## src/hdl/sfa_pkg.sv

```systemverilog
`timescale 1ns / 1ps

package sfa_pkg;

    localparam int VertexDepthDefault = 4096;
    localparam int CmdW   = 2;
    localparam int IdxW   = 12;
    localparam int CoordW = 32;
    localparam int NormW  = 32;
    // Slot numbers cover the largest supported store (65536 entries)
    localparam int SlotW  = 16;
    localparam int QueueDepth = 2;

    typedef enum logic [1:0] {
        CMD_LOAD  = 2'd0,
        CMD_START = 2'd1,
        CMD_CONT  = 2'd2,
        CMD_NONE  = 2'd3
    } cmd_t;

    typedef enum logic [1:0] {
        JOB_LOAD = 2'd0,
        JOB_OVF  = 2'd1,
        JOB_FACE = 2'd2
    } job_kind_t;

    typedef struct packed {
        logic [IdxW-1:0] a;
        logic [IdxW-1:0] b;
        logic [IdxW-1:0] c;
    } tri_t;

    typedef struct packed {
        job_kind_t                 kind;
        logic [SlotW-1:0]          slot;
        logic signed [CoordW-1:0]  x;
        logic signed [CoordW-1:0]  y;
        logic signed [CoordW-1:0]  z;
        tri_t                      f0;
        tri_t                      f1;
        logic                      two;
    } job_t;

    typedef struct packed {
        logic push;
        logic pop;
    } q_ctl_t;

    typedef struct packed {
        logic full;
        logic empty;
    } q_stat_t;

    typedef enum logic [3:0] {
        BK_IDLE,
        BK_READ,
        BK_MUL,
        BK_ABS,
        BK_NORM,
        BK_SQ,
        BK_SQRT,
        BK_DINIT,
        BK_DIV,
        BK_DONE
    } bk_state_t;

endpackage

```

## src/hdl/sfa_queue.sv

```systemverilog
`timescale 1ns / 1ps

module sfa_queue (
    input  logic             clk,
    input  logic             rst_n,
    input  sfa_pkg::q_ctl_t  ctl,
    input  sfa_pkg::job_t    wr_job,
    output sfa_pkg::job_t    rd_job,
    output sfa_pkg::q_stat_t stat
);
    import sfa_pkg::*;

    localparam int PtrW = $clog2(QueueDepth);

    job_t            slot_reg [QueueDepth];
    logic [PtrW-1:0] wr_ptr_reg, rd_ptr_reg;
    logic [PtrW:0]   fill_reg;
    logic            do_push, do_pop;

    assign stat.full  = (fill_reg == (PtrW+1)'(QueueDepth));
    assign stat.empty = (fill_reg == '0);
    assign do_push    = ctl.push && !stat.full;
    assign do_pop     = ctl.pop && !stat.empty;
    assign rd_job     = slot_reg[rd_ptr_reg];

    always_ff @(posedge clk)
    begin
        if (do_push)
        begin
            slot_reg[wr_ptr_reg] <= wr_job;
        end
    end

    always_ff @(posedge clk or negedge rst_n)
    begin
        if (!rst_n)
        begin
            wr_ptr_reg <= '0;
            rd_ptr_reg <= '0;
            fill_reg   <= '0;
        end
        else
        begin
            if (do_push)
            begin
                wr_ptr_reg <= (wr_ptr_reg == PtrW'(QueueDepth - 1)) ? '0 : wr_ptr_reg + 1'b1;
            end
            if (do_pop)
            begin
                rd_ptr_reg <= (rd_ptr_reg == PtrW'(QueueDepth - 1)) ? '0 : rd_ptr_reg + 1'b1;
            end
            fill_reg <= fill_reg + (PtrW+1)'(do_push) - (PtrW+1)'(do_pop);
        end
    end

endmodule

```

## config.mk

```make
export PLATFORM = sky130hd
export DESIGN_NAME = sfa_queue
export DESIGN_NICKNAME = d
export VERILOG_FILES = /design/src/hdl/sfa_pkg.sv /design/src/hdl/sfa_queue.sv
export SDC_FILE = /design/constraint.sdc
export NUM_CORES = 1
export LEC_CHECK = 0
export BUFFER_PORTS_ARGS = -buffer_cell sky130_fd_sc_hd__buf_2
export CORE_MARGIN = 4
export CORE_UTILIZATION = 25
export CTS_CLUSTER_DIAMETER = 80
export DETAILED_ROUTE_END_ITERATION = 7
export PLACE_DENSITY = 0.41
export SYNTH_ARGS = -nofsm -noshare
export SYNTH_HDL_FRONTEND = slang
export SYNTH_SLANG_ARGS = --single-unit
```

## constraint.sdc

```tcl
create_clock -name clk -period 11.7 [get_ports clk]
set_input_delay 1.755 -clock clk [delete_from_list [all_inputs] [get_ports clk]]
set_output_delay 1.755 -clock clk [all_outputs]
set_load 0.05 [all_outputs]
```

==> results of run 1 <==
[final cells by class]
class,instances,area share
Clock buffer,54,0.0630
Antenna cell,1,0.000138
Sequential cell,378,0.623
Multi-Input combinational cell,199,0.142
Tap cell,748,0.0514
Clock inverter,17,0.0116
Inverter,2,0.000413
Timing Repair Buffer,389,0.108
[Yosys cell counts (all sizes together)]
library cell,count,area share
xor2,1,0.00062
nor2b,1,0.00044
ha,2,0.0018
nand2,1,0.00027
xnor2,3,0.0019
buf,21,0.014
and3,1,0.00044
edfxtp,374,0.80
nor2,2,0.00053
dfrtp,4,0.0071
mux2,187,0.18
nand2b,1,0.00044
inv,2,0.00053
[kinds of logic after synthesis]
family,count (synthesis)
flip-flops,378
multiplexers,187
buffers and inverters,23
AND/OR/NAND/NOR,6
XOR/XNOR,4
adder cells (fa/ha/maj),2
[worst register-to-register path, delay by kind of cell, from the launching register on]
| kind | cells | cell delay, ns |
|---|---|---|
| buffers and inverters | 2 | 1.51 |
| DFF | 1 | 0.40 |
| and+or+nand+nor | 2 | 0.72 |
[power by group through the flow]
stage / combinational [mW] / clock, mW / sequential, mW
6_report: 2.28 / 1.30 / 1.95
5_1_grt: 2.40 / 1.41 / 1.97
4_1_cts: 2.33 / 1.35 / 1.95
3_5_place_dp: 2.33 / 0 / 1.98
3_3_place_gp: 2.33 / 0 / 1.98
2_1_floorplan: 1.87 / 0 / 2.01
[metal layers]
metal	wire (µm)	part of all wire	vias to the layer above
met5	68	0.0021	-
met4	705	0.022	10
met3	2930	0.091	61
met2	15500	0.48	244
met1	13100	0.41	3482
li1	-	-	3223
[per-stage QoR]
stage | utilization | cell area [µm²]
2_1_floorplan | - | 14100
3_3_place_gp | 0.303 | 16800
3_5_place_dp | 0.303 | 16800
4_1_cts | 0.328 | 18200
5_1_grt | 0.328 | 18200
6_report | 0.328 | 18200
[worst min path at each step]
stage / startpoint / to / slack [ns] / cells after the start
4_1_cts: fill_reg[1] / fill_reg[1] / 0.50 / 1
2_1_floorplan: wr_ptr_reg / wr_ptr_reg / 0.46 / 1
5_1_grt: fill_reg[1] / fill_reg[1] / 0.54 / 1
3_5_place_dp: fill_reg[1] / fill_reg[1] / 0.49 / 1
3_3_place_gp: fill_reg[1] / fill_reg[1] / 0.50 / 1
6_report: fill_reg[1] / fill_reg[1] / 0.51 / 1
==> flow_summary_export.csv, run 1 <==
group,metric,value,unit
clocking,clock_path_buffers,3,
hold_path,min_path_type,"reg -> reg",
routing,wirelength,32300,µm
clocking,h-tree-depth,2,
final_layout,seqCellArea,0.0113,mm²
synth,synth.yosys.seq_area_share,0.803,
synth,ys_seq_elements,378,
synth,ys_types,15,
power,internal_power,3.30,mW
routing,post_drt_via_cell_ratio,3.93,
critical_path,number_of_buffer_and_inverter_stages_on_the_critical_path,3,
critical_path,worst-path-stages,4,
power,p_sw,2.22,mW
routing,drt_pre_antenna_iters,4,
critical_path,timing.critical_path.cells,"buf_4 -> buf_4 -> mux2_2 -> buf_2",
die,rows,86,
timing,timing.final.crit_share,0.457,
timing,number_of_setup_violations_in_the_final_report,0,
critical_path,required,9.95,ns
synth,synthesized_area_fraction_occupied_by_ao_oa_aoi_and_oai_cells,0,
synth,postSynthAreaPerCell,23.5,µm²
critical_path,critical_path.endpoint,"rd_job[34]",
global_route,grt_overflow_total,0,
clocking,clk_root_buffer_cell,"clkbuf_16",
global_route,global_route.peak_usage_layer,"met2",
die,die_w,246,µm
run_status,result_of_the_run,"complete, no violations",
power,sequentialPowerShare,0.353,
final_layout,layout-area-overhead-vs-synth,28.9,%
critical_path,worst-endpoint-arrival,3.59,ns
timing,setup_slack,6.35,ns
die,core_area,0.0555,mm²
power,relative_contribution_of_combinational_cells_to_total_power,0.413,
critical_path,timing.critical_path.from,"rd_ptr_reg",
placement,placement.setup.worst_slack,6.81,ns
critical_path,critical_path.endpoint_type,"output port",
synth,yosys.area_share.adder,0.00177,
critical_path,crit_path_max_fanout,51,
final_layout,filler_cell_count_in_the_final_layout,5507,
power,power,5.52,mW
critical_path,critical_path.top_delay_family,"buffers and inverters",
timing,unrepaired_setup_endpoints_after_global_routing,"no",
power,clockPowerShare,0.235,
clocking,cts.repair_timing.setup_buffer_count,0,
flow_run,number_of_violations_of_the_max_capacitance_limit,0,
synth,synthMuxAreaShare,0.176,
critical_path,reg2reg_from,"fill_reg[1]",
synth,synth-warning-count,0,
die,die-height,246,µm
critical_path,worst_setup_path_category,"reg -> out",
critical_path,crit_slowest_cell,"buf_4",
clocking,tritoncts_clock_tree,"done",
placement,place_hpwl,22300,µm
die,num_io_pins,380,
critical_path,critPathMaxStageDelay,0.83,ns
final_layout,layout-drive-gt1-share,0.613,
synth,synth.cell_area,0.0141,mm²
timing,report.final.slew_viol_count,0,
placement,port_buffers,379,
timing,finalHoldViolCount,0,
timing,actual_slew_at_the_worst_max_slew_pin,0.983,ns
placement,dp_cells,1716,
critical_path,timing.rr.end,"slot_reg[1][126]",
clocking,cts.clk_slew.worst_paths,0.05,ns
global_route,grt_start_max_net_pins,64,
final_layout,number_of_flip_flops_in_the_largest_register,374,
final_layout,multiInputGateArea,0.00259,mm²
global_route,antenna_found_initial,6,
placement,finalWeightedCongestion,0.696,
timing,timing.setup.tns,0,ns
synth,synthXorXnorAreaFrac,0.00248,
routing,drc_errors,0,
critical_path,cp-start-kind,"register",
synth,netlist_instances,600,
clocking,cts_buffers,42,
final_layout,layout.cells.most_common,"buf_2",
synth,synth-simple-area-share,0.00213,
global_route,grt.total_usage,0.103,
critical_path,worst-r2r-setup-slack,8.62,ns
timing,layout_min_cycle_time,5.35,ns
global_route,groute.layer.met2.usage,0.168,
synth,synth_nets,793,
die,dieArea,0.0603,mm²
die,start_util,0.254,
power,power.density_cell_area,303,mW/mm²
routing,wl_per_cell,18.1,µm
timing,fin_hold_ws,0.505,ns
global_route,grt_first_pass_wirelength,46900,µm
final_layout,fin_cells,1788,
global_route,met3_usage,0.0451,
clocking,numClockSinks,378,
routing,num_vias,7020,
critical_path,rr_worst_depth,4,
power,ir_drop,123,µV
critical_path,worst_path_most_repeated_cell,"buf_4",
final_layout,most-common-layout-cells,"buf_2 (379), edfxtp_1 (374), mux2_4 (101), mux2_2 (86), clkbuf_16 (43)",
routing,initialDrtViolationCount,270,
final_layout,design.final.nets,1205,
power,sw_ratio,0.402,
routing,ant_nets,0,
timing,worst_slew_margin_rel,0.345,
clocking,postCtsHoldBufs,0,
clocking,worstSkewPairLatency,0.54,ns
power,power.static_leakage,6.95,nW
timing,skew,0.0158,ns
global_route,groute.layer.met1.usage,0.124,
synth,synth_top_family_by_area,"multiplexers",
global_route,via_count_of_the_first_global_routing_pass,7484,
timing,clock.fmax,187,MHz
clocking,post_cts_resized,0,
No activity file was read; power rests on OpenSTA's default activity.
==> run 2: changes to the inputs <==
--- a/config.mk
+++ b/config.mk
@@ -5,6 +5,7 @@
 export SDC_FILE = /design/constraint.sdc
 export NUM_CORES = 1
 export LEC_CHECK = 0
+export ABC_AREA = 1
 export BUFFER_PORTS_ARGS = -buffer_cell sky130_fd_sc_hd__buf_2
 export CORE_MARGIN = 4
 export CORE_UTILIZATION = 25
==> constraint.sdc (replaced) <==
create_clock -name clk -period 5.2 [get_ports clk]
set_input_delay 0.78 -clock clk [delete_from_list [all_inputs] [get_ports clk]]
set_output_delay 0.78 -clock clk [all_outputs]
set_load 0.05 [all_outputs]
==> flow_summary_export.csv, run 2 <==
group,metric,value,unit
clocking,h-tree-depth,2,
synth,synth-edff-count,374,
final_layout,layout-drive-gt1-share,0.314,
clocking,numClockSinks,378,
timing,layout_min_cycle_time,3.30,ns
critical_path,critical_path.top_delay_family,"buffers and inverters",
global_route,grt_first_pass_wirelength,53200,µm
critical_path,crit_path_max_fanout,82,
run_status,result_of_the_run,"complete, no violations",
global_route,grt.total_usage,0.116,
routing,ant_nets,0,
timing,number_of_setup_violations_in_the_final_report,0,
synth,ys_seq_elements,378,
routing,drt_pre_antenna_iters,4,
die,die-height,244,µm
final_layout,layout.cells.most_common,"nand2_1",
clocking,clock_path_buffers,3,
power,sequentialPowerShare,0.331,
critical_path,crit_slowest_cell,"dfrtp_4",
critical_path,critPathMaxStageDelay,0.51,ns
die,dieArea,0.0593,mm²
power,power,13.0,mW
synth,ys_types,12,
global_route,groute.layer.met1.usage,0.142,
clocking,cts.clk_slew.worst_paths,0.06,ns
global_route,groute.layer.met2.usage,0.185,
synth,ys_dominant_reg_cell,"edfxtp_1",
hold_path,min_path_type,"in -> reg",
routing,num_vias,8650,
timing,actual_slew_at_the_worst_max_slew_pin,1.09,ns
clocking,clk_root_buffer_cell,"clkbuf_16",
timing,report.final.slew_viol_count,0,
routing,initialDrtViolationCount,362,
critical_path,critical_path.endpoint_type,"output port",
synth,yosys.cell_count.top_type,"nand2_1",
timing,unrepaired_setup_endpoints_after_global_routing,"no",
global_route,grt_overflow_total,0,
synth,ys_top_cells_by_count,"nand2_1 (574), edfxtp_1 (374), buf_2 (20)",
global_route,grt_start_max_net_pins,189,
synth,async_reset_ff_frac,0.0106,
clocking,cts_buffers,45,
synth,synth_nets,1203,
synth,netlist_instances,1010,
timing,skew,0.0154,ns
synth,synth.yosys.seq_area_share,0.817,
routing,post_drt_via_cell_ratio,3.95,
die,die_w,244,µm
final_layout,final_core_util,0.328,
synth,post_synth_main_area_contributors,"edfxtp_1 (81%), nand2_1 (16%), buf_6 (1.1%)",
flow_run,number_of_violations_of_the_max_capacitance_limit,0,
clocking,cts.repair_timing.setup_buffer_count,0,
final_layout,most-common-layout-cells,"nand2_1 (574), buf_2 (379), edfxtp_1 (374), clkbuf_16 (47), clkbuf_1 (12)",
synth,yosysTopAreaCellShare,0.810,
critical_path,timing.critical_path.cells,"inv_6 -> buf_12 -> nand2_1 -> nand2_1 -> buf_2",
timing,timing.final.crit_share,0.634,
placement,port_buffers,379,
synth,synth-warning-count,0,
die,num_io_pins,380,
placement,finalWeightedCongestion,0.724,
critical_path,worst_setup_path_category,"reg -> out",
clocking,postCtsHoldBufs,1,
die,start_util,0.252,
critical_path,required,4.42,ns
routing,drc_errors,0,
synth,synth.largest_area_cell,"edfxtp_1",
critical_path,worst_path_most_repeated_cell,"nand2_1",
placement,place_hpwl,21800,µm
power,internal_power,7.05,mW
power,relative_contribution_of_combinational_cells_to_total_power,0.431,
power,power.density_cell_area,719,mW/mm²
synth,synth.cell_area,0.0139,mm²
power,clockPowerShare,0.238,
global_route,global_route.peak_usage_layer,"met2",
die,rows,86,
timing,clock.fmax,303,MHz
routing,wl_per_cell,16.2,µm
clocking,worstSkewPairLatency,0.55,ns
timing,finalHoldViolCount,0,
clocking,tritoncts_clock_tree,"done",
critical_path,number_of_buffer_and_inverter_stages_on_the_critical_path,3,
power,power.static_leakage,7.60,nW
routing,wirelength,35600,µm
global_route,via_count_of_the_first_global_routing_pass,8606,
power,p_sw,5.93,mW
critical_path,worst-endpoint-arrival,2.52,ns
global_route,met3_usage,0.0529,
timing,worst_slew_margin_rel,0.270,
global_route,antenna_found_initial,13,
final_layout,layout-area-overhead-vs-synth,30.0,%
die,core_area,0.0550,mm²
power,sw_ratio,0.457,
clocking,post_cts_resized,0,
power,ir_drop,617,µV
critical_path,cp-start-kind,"register",
final_layout,design.final.nets,1597,
synth,postSynthAreaPerCell,13.7,µm²
final_layout,number_of_flip_flops_in_the_largest_register,374,
timing,timing.setup.tns,0,ns
run 2: cell count changes after synthesis, sizes merged, moves of 3 or more:
cell    previous run  this run
nand2              1       574
buf               21        38
mux2             187         0
nand3              0         3
inv                2        11
clkbuf             0         3
xnor2              3         0
run 2: power by group through the flow:
| stage | registers, mW | clock network, mW | logic (mW) |
|---|---|---|---|
| after floorplan | 4.42 | 0 | 4.22 |
| after detailed placement | 4.36 | 0 | 5.74 |
| after CTS | 4.30 | 3.22 | 5.74 |
| final | 4.29 | 3.09 | 5.59 |
| after global placement | 4.35 | 0 | 5.74 |
| after global routing | 4.35 | 3.34 | 6.00 |
run 2: cell families after synthesis:
logic type,share of synthesized area
flops,0.817
buf+inv,0.0245
fa+ha+maj,0.00180
simple gates,0.157
run 2: layout make-up:
type / instances / area, µm²
Multi-Input combinational cell: 580 / 2210
Inverter: 11 / 53.8
Clock inverter: 23 / 241
Timing Repair Buffer: 388 / 2030
Antenna cell: 5 / 12.5
Fill cell: 5562 / 37000
Tap cell: 748 / 936
Sequential cell: 378 / 11300
Clock buffer: 59 / 1220
run 2: routing by layer:
| layer | up-vias | part of all wire |
|---|---|---|
| met5 | - | 0.0027 |
| met4 | 16 | 0.026 |
| met3 | 76 | 0.095 |
| met2 | 272 | 0.46 |
| met1 | 4067 | 0.42 |
| li1 | 4219 | - |
run 2: final timing paths:
path                                  start          endpoint  slack (ns)  cells after the start
worst max-delay path             rd_ptr_reg       rd_job[171]        1.90                      5
worst min-delay path            wr_job[184]  slot_reg[0][184]        0.41                      1
worst max register to register  fill_reg[1]  slot_reg[1][119]        2.95                      5
worst min register to register   wr_ptr_reg        wr_ptr_reg        0.48                      2
max in group asynchronous             rst_n        rd_ptr_reg        4.46                      2
min in group asynchronous             rst_n        wr_ptr_reg        0.60                      2
run 2: stage by stage:
stage                     setup WS (ns)  instance area (µm²)  hold WS [ns]  std cells
final                              1.90                18000         0.410       2192
after global routing               1.69                18000         0.363       2189
after CTS                          1.76                18000         0.356       2187
after detailed placement           2.39                16500         0.470       2104
after global placement             2.38                16500         0.456       2104
after floorplan                   0.170                13900         0.442       1010
