### config.mk
export PLATFORM = sky130hd
export DESIGN_NAME = sfa_front_flat
export DESIGN_NICKNAME = d
export VERILOG_FILES = /design/src/hdl/sfa_pkg.sv /design/src/hdl/sfa_if.sv /design/src/hdl/sfa_front.sv /design/src/flat_wrapper.sv
export SDC_FILE = /design/constraint.sdc
export NUM_CORES = 1
export LEC_CHECK = 0
export ABC_AREA = 1
export BUFFER_PORTS_ARGS = -buffer_cell sky130_fd_sc_hd__clkbuf_2
export CORE_AREA = 2 2 130 132
export DETAILED_ROUTE_END_ITERATION = 10
export DIE_AREA = 0 0 132 134
export PLACE_DENSITY = 0.63
export SYNTH_ARGS = -nofsm -noshare
export SYNTH_HDL_FRONTEND = slang
export SYNTH_SLANG_ARGS = --single-unit
### constraint.sdc
create_clock -name clk -period 2.2 [get_ports clk]
set_clock_uncertainty 0.15 [all_clocks]
set_input_delay 0.33 -clock clk [delete_from_list [all_inputs] [get_ports clk]]
set_output_delay 0.33 -clock clk [all_outputs]
set_load 0.05 [all_outputs]
### src/hdl/sfa_pkg.sv
`timescale 1ns / 1ps

package sfa_pkg;

    localparam int VertexDepthDefault = 4096;
    localparam int CmdW   = 2;
    localparam int IdxW   = 12;
    localparam int CoordW = 32;
    localparam int NormW  = 32;
    // Slot numbers cover the largest supported store (65536 entries)
    localparam int SlotW  = 16;
    localparam int QueueDepth = 2;

    typedef enum logic [1:0] {
        CMD_LOAD  = 2'd0,
        CMD_START = 2'd1,
        CMD_CONT  = 2'd2,
        CMD_NONE  = 2'd3
    } cmd_t;

    typedef enum logic [1:0] {
        JOB_LOAD = 2'd0,
        JOB_OVF  = 2'd1,
        JOB_FACE = 2'd2
    } job_kind_t;

    typedef struct packed {
        logic [IdxW-1:0] a;
        logic [IdxW-1:0] b;
        logic [IdxW-1:0] c;
    } tri_t;

    typedef struct packed {
        job_kind_t                 kind;
        logic [SlotW-1:0]          slot;
        logic signed [CoordW-1:0]  x;
        logic signed [CoordW-1:0]  y;
        logic signed [CoordW-1:0]  z;
        tri_t                      f0;
        tri_t                      f1;
        logic                      two;
    } job_t;

    typedef struct packed {
        logic push;
        logic pop;
    } q_ctl_t;

    typedef struct packed {
        logic full;
        logic empty;
    } q_stat_t;

    typedef enum logic [3:0] {
        BK_IDLE,
        BK_READ,
        BK_MUL,
        BK_ABS,
        BK_NORM,
        BK_SQ,
        BK_SQRT,
        BK_DINIT,
        BK_DIV,
        BK_DONE
    } bk_state_t;

endpackage

### src/hdl/sfa_if.sv
`timescale 1ns / 1ps

interface sfa_req_if;
    import sfa_pkg::*;
    logic                     valid;
    logic                     ready;
    logic [CmdW-1:0]          command;
    logic [IdxW-1:0]          index_a;
    logic [IdxW-1:0]          index_b;
    logic [IdxW-1:0]          index_c;
    logic [IdxW-1:0]          index_d;
    logic signed [CoordW-1:0] coord_x;
    logic signed [CoordW-1:0] coord_y;
    logic signed [CoordW-1:0] coord_z;

    modport source (output valid, command, index_a, index_b, index_c, index_d,
                    coord_x, coord_y, coord_z, input ready);
    modport sink   (input valid, command, index_a, index_b, index_c, index_d,
                    coord_x, coord_y, coord_z, output ready);
endinterface


### src/hdl/sfa_front.sv
`timescale 1ns / 1ps

module sfa_front #(
    parameter int VERTEX_DEPTH = sfa_pkg::VertexDepthDefault
) (
    input  logic            clk,
    input  logic            rst_n,
    sfa_req_if.sink         req,
    output sfa_pkg::job_t   job,
    output logic            push,
    input  logic            full
);
    import sfa_pkg::*;

    localparam int CntW = $clog2(VERTEX_DEPTH + 1);

    logic [CntW-1:0] count_reg, count_next;
    logic [IdxW-1:0] prev_first_reg, prev_first_next;
    logic [IdxW-1:0] prev_second_reg, prev_second_next;
    logic            odd_reg, odd_next;
    logic            accept;

    assign req.ready = !full;
    assign accept    = req.valid && !full;

    always_comb
    begin
        count_next       = count_reg;
        prev_first_next  = prev_first_reg;
        prev_second_next = prev_second_reg;
        odd_next         = odd_reg;
        push             = 1'b0;
        job              = '0;
        job.kind         = JOB_FACE;
        job.x            = req.coord_x;
        job.y            = req.coord_y;
        job.z            = req.coord_z;
        job.slot         = SlotW'(count_reg);
        unique case (cmd_t'(req.command))
            CMD_LOAD:
            begin
                push = accept;
                if (count_reg >= CntW'(VERTEX_DEPTH))
                begin
                    job.kind = JOB_OVF;
                end
                else
                begin
                    job.kind = JOB_LOAD;
                    if (accept)
                    begin
                        count_next = count_reg + 1'b1;
                    end
                end
            end
            CMD_START:
            begin
                push    = accept;
                job.f0  = '{a: req.index_a, b: req.index_b, c: req.index_c};
                job.f1  = '{a: req.index_c, b: req.index_b, c: req.index_d};
                job.two = (req.index_d != '0);
                if (accept)
                begin
                    odd_next         = job.two;
                    prev_first_next  = job.two ? req.index_c : req.index_b;
                    prev_second_next = job.two ? req.index_d : req.index_c;
                end
            end
            CMD_CONT:
            begin
                push    = accept;
                job.two = (req.index_b != '0);
                // winding flips on every strip face
                if (odd_reg)
                begin
                    job.f0 = '{a: prev_first_reg, b: prev_second_reg, c: req.index_a};
                    job.f1 = '{a: req.index_a, b: prev_second_reg, c: req.index_b};
                end
                else
                begin
                    job.f0 = '{a: prev_second_reg, b: prev_first_reg, c: req.index_a};
                    job.f1 = '{a: prev_second_reg, b: req.index_a, c: req.index_b};
                end
                if (accept)
                begin
                    if (job.two)
                    begin
                        prev_first_next  = req.index_a;
                        prev_second_next = req.index_b;
                    end
                    else
                    begin
                        odd_next         = !odd_reg;
                        prev_first_next  = prev_second_reg;
                        prev_second_next = req.index_a;
                    end
                end
            end
            default:
            begin
                push = 1'b0;
            end
        endcase
    end

    always_ff @(posedge clk or negedge rst_n)
    begin
        if (!rst_n)
        begin
            count_reg       <= CntW'(1);
            prev_first_reg  <= '0;
            prev_second_reg <= '0;
            odd_reg         <= 1'b0;
        end
        else
        begin
            count_reg       <= count_next;
            prev_first_reg  <= prev_first_next;
            prev_second_reg <= prev_second_next;
            odd_reg         <= odd_next;
        end
    end

endmodule

### src/flat_wrapper.sv
// flat-port wrapper written by rule: the top's interface ports become plain ports
module sfa_front_flat import sfa_pkg::*;
#(
    parameter int VERTEX_DEPTH = sfa_pkg::VertexDepthDefault
)
  (clk, rst_n, job, push, full, req_valid, req_command, req_index_a, req_index_b, req_index_c, req_index_d, req_coord_x, req_coord_y, req_coord_z, req_ready);
  sfa_req_if req_i ();
  input  logic clk;
  input  logic rst_n;
  output sfa_pkg::job_t job;
  output logic push;
  input  logic full;
  input wire logic [$bits(req_i.valid)-1:0] req_valid;
  input wire logic [$bits(req_i.command)-1:0] req_command;
  input wire logic [$bits(req_i.index_a)-1:0] req_index_a;
  input wire logic [$bits(req_i.index_b)-1:0] req_index_b;
  input wire logic [$bits(req_i.index_c)-1:0] req_index_c;
  input wire logic [$bits(req_i.index_d)-1:0] req_index_d;
  input wire logic [$bits(req_i.coord_x)-1:0] req_coord_x;
  input wire logic [$bits(req_i.coord_y)-1:0] req_coord_y;
  input wire logic [$bits(req_i.coord_z)-1:0] req_coord_z;
  output wire logic [$bits(req_i.ready)-1:0] req_ready;
  assign req_i.valid = req_valid;
  assign req_i.command = req_command;
  assign req_i.index_a = req_index_a;
  assign req_i.index_b = req_index_b;
  assign req_i.index_c = req_index_c;
  assign req_i.index_d = req_index_d;
  assign req_i.coord_x = req_coord_x;
  assign req_i.coord_y = req_coord_y;
  assign req_i.coord_z = req_coord_z;
  assign req_ready = req_i.ready;
  sfa_front #(.VERTEX_DEPTH(VERTEX_DEPTH)) u_core (.clk(clk), .rst_n(rst_n), .req(req_i), .job(job), .push(push), .full(full));
endmodule
==> flow_summary.json, run 1 <==
{
  "crit_chain": "clkbuf_2, inv_2, ha_4, nand2_2, bufbuf_16, o22ai_1, o21ai_0, inv_1, buf_12",
  "path_buf_inv": 5,
  "yosysTopAreaCell": "dfrtp_1",
  "place_worst_setup_slack_ps": -97.0,
  "die_area_um2": 17700,
  "ff2ff_setup_slack_ps": 480,
  "hold_viol": 0,
  "cts_tree": "yes",
  "finalWorstSetupSlack_ps": 65.6,
  "detail_route.first_pass.iterations": 6,
  "tightest_slew_ps": 536,
  "core_um2": 16300,
  "io_pins": 339,
  "end_kind": "primary output",
  "drt_wl_total_um": 17800,
  "grt_pass1_wl_um": 28700,
  "cts.sinks": 38,
  "p_leak_nw": 3.77,
  "syn2layout_area_growth_pct": 45.3,
  "crit_path_max_fanout": 10,
  "ys.flop_type": "dfrtp_1",
  "report.final.slew_viol_count": 0,
  "grt_antenna_before_repair": 0,
  "ys_top_cells_by_area": "dfrtp_1 (19%), nand2_1 (17%), buf_4 (16%), inv_1 (9.5%), nand3_1 (8.5%)",
  "dpl.hpwl_um": 13600,
  "cts.root.buffer_cell": "clkbuf_16",
  "status": "complete, no violations",
  "vias_per_cell": 4.86,
  "core.rowCount": 47,
  "layout_min_cycle_time_ps": 2130,
  "hold-path-endpoint": "u_core.prev_second_reg[9]",
  "grt_pass1_vias": 5553,
  "ant_nets": 0,
  "wl_per_cell_um": 15.7,
  "synth_cells": 830,
  "fin_tns_setup_ps": 0,
  "maxSlewHeadroom_pct": 64.3,
  "hp-class": "input pin to flop",
  "slowest_stage": "bufbuf_16",
  "final_cell_area_um2": 7030,
  "r2r_cells": 7,
  "irDropWorstVdd_mv": 0.311,
  "maxCapViolCount": 0,
  "worst_setup_path_start_kind": "input pin",
  "dpl_cell_area_um2": 6790,
  "seq_area_frac_synth_pct": 19.7,
  "synth_seq_cells": 38,
  "synth_edf_count": 0,
  "num_vias": 5507,
  "initial_core_util_pct": 29.7,
  "netlist.area_leader.share_pct": 19.1,
  "final_layout_size_suffix_gt1_share_pct": 29.4,
  "netlist_area_um2": 4840,
  "die_h_um": 134,
  "grt_max_degree": 39,
  "async_reset_ff_share_pct": 100,
  "fmax_ghz": 0.469,
  "crit_arrival_ps": 1650,
  "critical_path_class": "input pin to primary output",
  "io_buffers": 143,
  "numCtsBuffers": 5,
  "finalSetupViolCount": 0,
  "track_usage_pct": 20.1,
  "required_ps": 1720,
  "yosysUniqueCellTypes": 32,
  "fp.dieW_um": 132,
  "finish.net_count": 1066,
  "cp-startpoint": "req_command[0]",
  "cts.clk_slew.worst_paths_ps": 60,
  "largest_reg_flops": 13,
  "clockBufferDepth": 2,
  "pwr_density_cell_nw_per_um2": 499,
  "holdPathStages": 5,
  "clk-insertion-delay-late_ps": 280,
  "first_iter_violations": 450,
  "rsz0062_at_grt": "true",
  "finalCritPeriodShare_pct": 97.0,
  "diodes": 0,
  "nFillCells": 1666,
  "r2r-start": "u_core.count_reg[0]",
  "drc": 0,
  "syn_avg_cell_area_um2": 5.83,
  "gp_congestion": 0.916,
  "rr_endpoint": "u_core.count_reg[6]",
  "critPathTopFamily": "buffers and inverters",
  "grt-ovfl-total": 0,
  "htree_num_levels": 2,
  "yosys_warnings": 0,
  "critical_path.max_stage_delay_ps": 300,
  "holdCritStartpoint": "req_index_d[9]"
}
[routing by layer]
metal,wire (um),track usage (%),vias to the layer above
li1,-,-,2645
met1,7220,24.4,2521
met2,8450,34.9,288
met3,1600,5.44,53
met4,500,5.98,0
met5,0,0,-
[layout by cell type, fill, tap and decap left out, drive strengths merged]
cell type | synthesis | routed
a21oi | 39 | 39
buf | 128 | 137
bufbuf | 0 | 1
clkbuf | 9 | 77
clkinv | 2 | 2
conb | 1 | 3
dfrtp | 37 | 37
dfstp | 1 | 1
dlygate4sd3 | 0 | 1
ha | 5 | 5
inv | 133 | 134
nand2 | 222 | 222
nand3 | 82 | 82
nand4 | 2 | 2
nor2 | 73 | 73
nor3 | 2 | 2
o211ai | 2 | 2
o21ai | 62 | 62
o221ai | 5 | 5
o22ai | 15 | 15
or2 | 1 | 1
xnor2 | 3 | 3
xor2 | 6 | 6
[area by class of cell]
class / count / area (um^2) / area share, %
inverters: 135 / 514 / 7.31
flip-flops and latches: 38 / 953 / 13.6
clock buffers: 7 / 143 / 2.03
multi-input cells: 522 / 2700 / 38.3
clock inverters: 1 / 5.00 / 0.0712
repair buffers: 209 / 2450 / 34.8
well taps: 220 / 275 / 3.91
[logic make-up (layout without fill, tap and decap cells)]
family	Yosys count	count (layout)	synth area share, %
fa+ha+maj	5	5	1.29
buf+inv	272	352	30.1
xor+xnor	9	9	1.63
flops	38	38	19.7
other cells	1	3	0.0775
compound gates	123	123	13.6
simple gates	382	382	33.6
[worst max-delay path by stage]
stage / endpoint / slack [ps] / cells past startpoint
final: job[49] / 70 / 9
after global routing: job[65] / -20 / 9
after CTS: job[14] / 20 / 7
after detailed placement: job[54] / -100 / 9
after global placement: job[54] / -110 / 9
after floorplan: job[0] / -130 / 5
[synthesized netlist by cell type (2+ instances only)]
master,n
nand2_1,216
inv_1,123
buf_4,105
nand3_1,82
nor2_1,67
o21ai_0,52
a21oi_1,39
dfrtp_1,37
buf_2,15
o22ai_1,15
o21ai_1,10
clkbuf_1,9
inv_2,9
xor2_1,6
buf_1,5
ha_1,5
o221ai_1,5
nor2_4,4
buf_6,3
nand2_2,3
nand2_4,3
xnor2_1,3
clkinv_1,2
nand4_1,2
nor3_1,2
o211ai_1,2
[power by group]
part	internal (mW)	total (mW)	switching, mW	leakage, nW
logic	0.787	1.90	1.12	3.26
clock network	0.450	0.741	0.291	0.0739
registers	0.796	0.863	0.0664	0.442
[through the flow]
stage	power, mW	utilization [%]	std cells	hold WS [ps]
2_1_floorplan	2.31	-	832	-116
3_3_place_gp	2.72	41.7	1121	283
3_5_place_dp	2.74	41.7	1121	289
4_1_cts	3.51	43.0	1131	264
5_1_grt	3.69	43.2	1132	286
6_report	3.51	43.2	1132	267
[timing repair]
| item | CTS | global route |
|---|---|---|
| endpoints found under the setup margin | 8 | 42 |
| hold buffers | 1 | 0 |
| hold endpoints to repair | 21 | 0 |
| gates resized for setup | 9 | 18 |
| cloned | 1 | 0 |
| setup buffers | 0 | 1 |
| pin swaps | 0 | 2 |
[worst min-delay path, cell delays in order]
cell	delay [ps]
clkbuf_2	90
inv_1	50
nand2_1	60
a21oi_1	60
nor2_1	80
Power figures use the tool's default switching activity.
==> run 2: changes to the inputs <==
Settings changed: CTS_BUF_LIST set to sky130_fd_sc_hd__clkbuf_2 sky130_fd_sc_hd__clkbuf_4 sky130_fd_sc_hd__clkbuf_8.
==> flow_summary.json, run 2 (synthesis results as in run 1) <==
{
  "status": "complete, no violations",
  "clk-insertion-delay-late_ps": 290,
  "finalPower_mw": 3.31,
  "ant_nets": 0,
  "final_cell_area_um2": 7030,
  "rsz0062_at_grt": "false",
  "first_iter_violations": 462,
  "crit_path_max_fanout": 10,
  "maxSlewHeadroom_pct": 63.7,
  "grt_pass1_wl_um": 28700,
  "end_kind": "primary output",
  "irDropWorstVdd_mv": 0.253,
  "grt_pass1_vias": 5554,
  "fp.dieW_um": 132,
  "critical_path_class": "flop to primary output",
  "required_ps": 1720,
  "die_area_um2": 17700,
  "report.final.slew_viol_count": 0,
  "grt_max_degree": 39,
  "finalWorstSetupSlack_ps": 67.5,
  "p_leak_nw": 3.77,
  "final_layout_size_suffix_gt1_share_pct": 30.4,
  "register_area_um2": 953,
  "largest_reg_flops": 13,
  "cts.clk_slew.worst_paths_ps": 90,
  "core.rowCount": 47,
  "cts.sinks": 38,
  "nFillCells": 1666,
  "finalSetupViolCount": 0,
  "vias_per_cell": 4.89,
  "cts.root.buffer_cell": "clkbuf_8",
  "finalCritPeriodShare_pct": 96.9,
  "drc": 0,
  "diodes": 0,
  "track_usage_pct": 20.0,
  "worst_setup_path_start_kind": "flop",
  "num_vias": 5542,
  "io_buffers": 143,
  "final_cell_mix": "nand2_1 (215), inv_1 (121), nand3_1 (82), buf_12 (82), clkbuf_2 (70)",
  "maxCapViolCount": 0,
  "layout_min_cycle_time_ps": 2130,
  "multiInputGateArea_um2": 2720,
  "die_h_um": 134,
  "dpl_cell_area_um2": 6790,
  "gp_congestion": 0.916,
  "wl_per_cell_um": 15.8,
  "hold_viol": 0,
  "pwr_density_cell_nw_per_um2": 471,
  "detail_route.first_pass.iterations": 5,
  "place_worst_setup_slack_ps": -97.0,
  "io_pins": 339,
  "cts_tree": "yes",
  "htree_num_levels": 2,
  "whs_ps": 254,
  "dpl.hpwl_um": 13600,
  "numCtsBuffers": 5,
  "finish.net_count": 1068,
  "grt_antenna_before_repair": 0,
  "grt-ovfl-total": 0,
  "initial_core_util_pct": 29.7,
  "hp-class": "input pin to flop",
  "clockBufferDepth": 2,
  "syn2layout_area_growth_pct": 45.2,
  "drt_wl_total_um": 17900,
  "final_common_cell": "nand2_1",
  "fmax_ghz": 0.469,
  "core_um2": 16300,
  "crit_arrival_ps": 1650,
  "tightest_slew_ps": 544
}
[run 2: changes by cell type in the layout (fill, tap and decap cells not counted), moves of 2 or more]
cell	change
clkbuf_8	+5
o21ai_1	-3
nor2_2	+3
o21ai_0	+2
clkbuf_16	-5
nor2_1	-3
[run 2: per-layer routing]
layer	GRT usage, %	share of wire, %	vias up
li1	-	-	2640
met1	24.1	41	2568
met2	35.0	48	284
met3	5.56	9.1	50
met4	5.68	2.8	0
met5	0	0	-
[run 2: final cells by class]
type                    instances  area share, %
inverters                     135           7.32
clock inverters                 1         0.0712
repair buffers                211           35.1
clock buffers                   7           1.28
flip-flops and latches         38           13.6
multi-input cells             522           38.8
well taps                     220           3.92
[run 2: worst paths after layout]
kind,from,to,slack [ps],depth (start not counted)
worst max-delay path,u_core.odd_reg,job[32],70,6
worst min-delay path,req_index_d[9],u_core.prev_second_reg[9],250,5
worst min register to register,u_core.prev_first_reg[10],u_core.prev_first_reg[10],330,2
min in group asynchronous,rst_n,u_core.count_reg[6],500,3
max in group asynchronous,rst_n,u_core.odd_reg,990,3
worst max register to register,u_core.count_reg[0],u_core.count_reg[6],480,7
[run 2: timing repair]
item	CTS	global route
hold buffers	1	0
endpoints found under the hold margin	37	0
setup endpoints to repair	8	44
resized for setup	10	25
gates cloned	1	0
setup buffers	0	3
[run 2: power by group]
group          leakage, nW  switching [mW]  internal (mW)  total [mW]
registers            0.442          0.0684          0.795       0.863
logic                 3.28            1.12          0.791        1.91
clock network       0.0517           0.267          0.266       0.533
total                 3.77            1.46           1.85        3.31
[run 2: critical path, stage by stage, from the launching register on]
cell,delay (ps)
dfrtp_2,470
nand2_4,120
bufbuf_16,280
o21ai_0,80
o21ai_0,180
inv_1,90
buf_12,150
[run 2: through the flow]
step / TNS, ps / util [%] / std cells
finish: 0 / 43.1 / 1134
global route: 0 / 43.1 / 1134
CTS: 0 / 42.7 / 1131
detailed placement: -501 / 41.7 / 1121
global placement: -392 / 41.7 / 1121
floorplan: -925 / - / 832
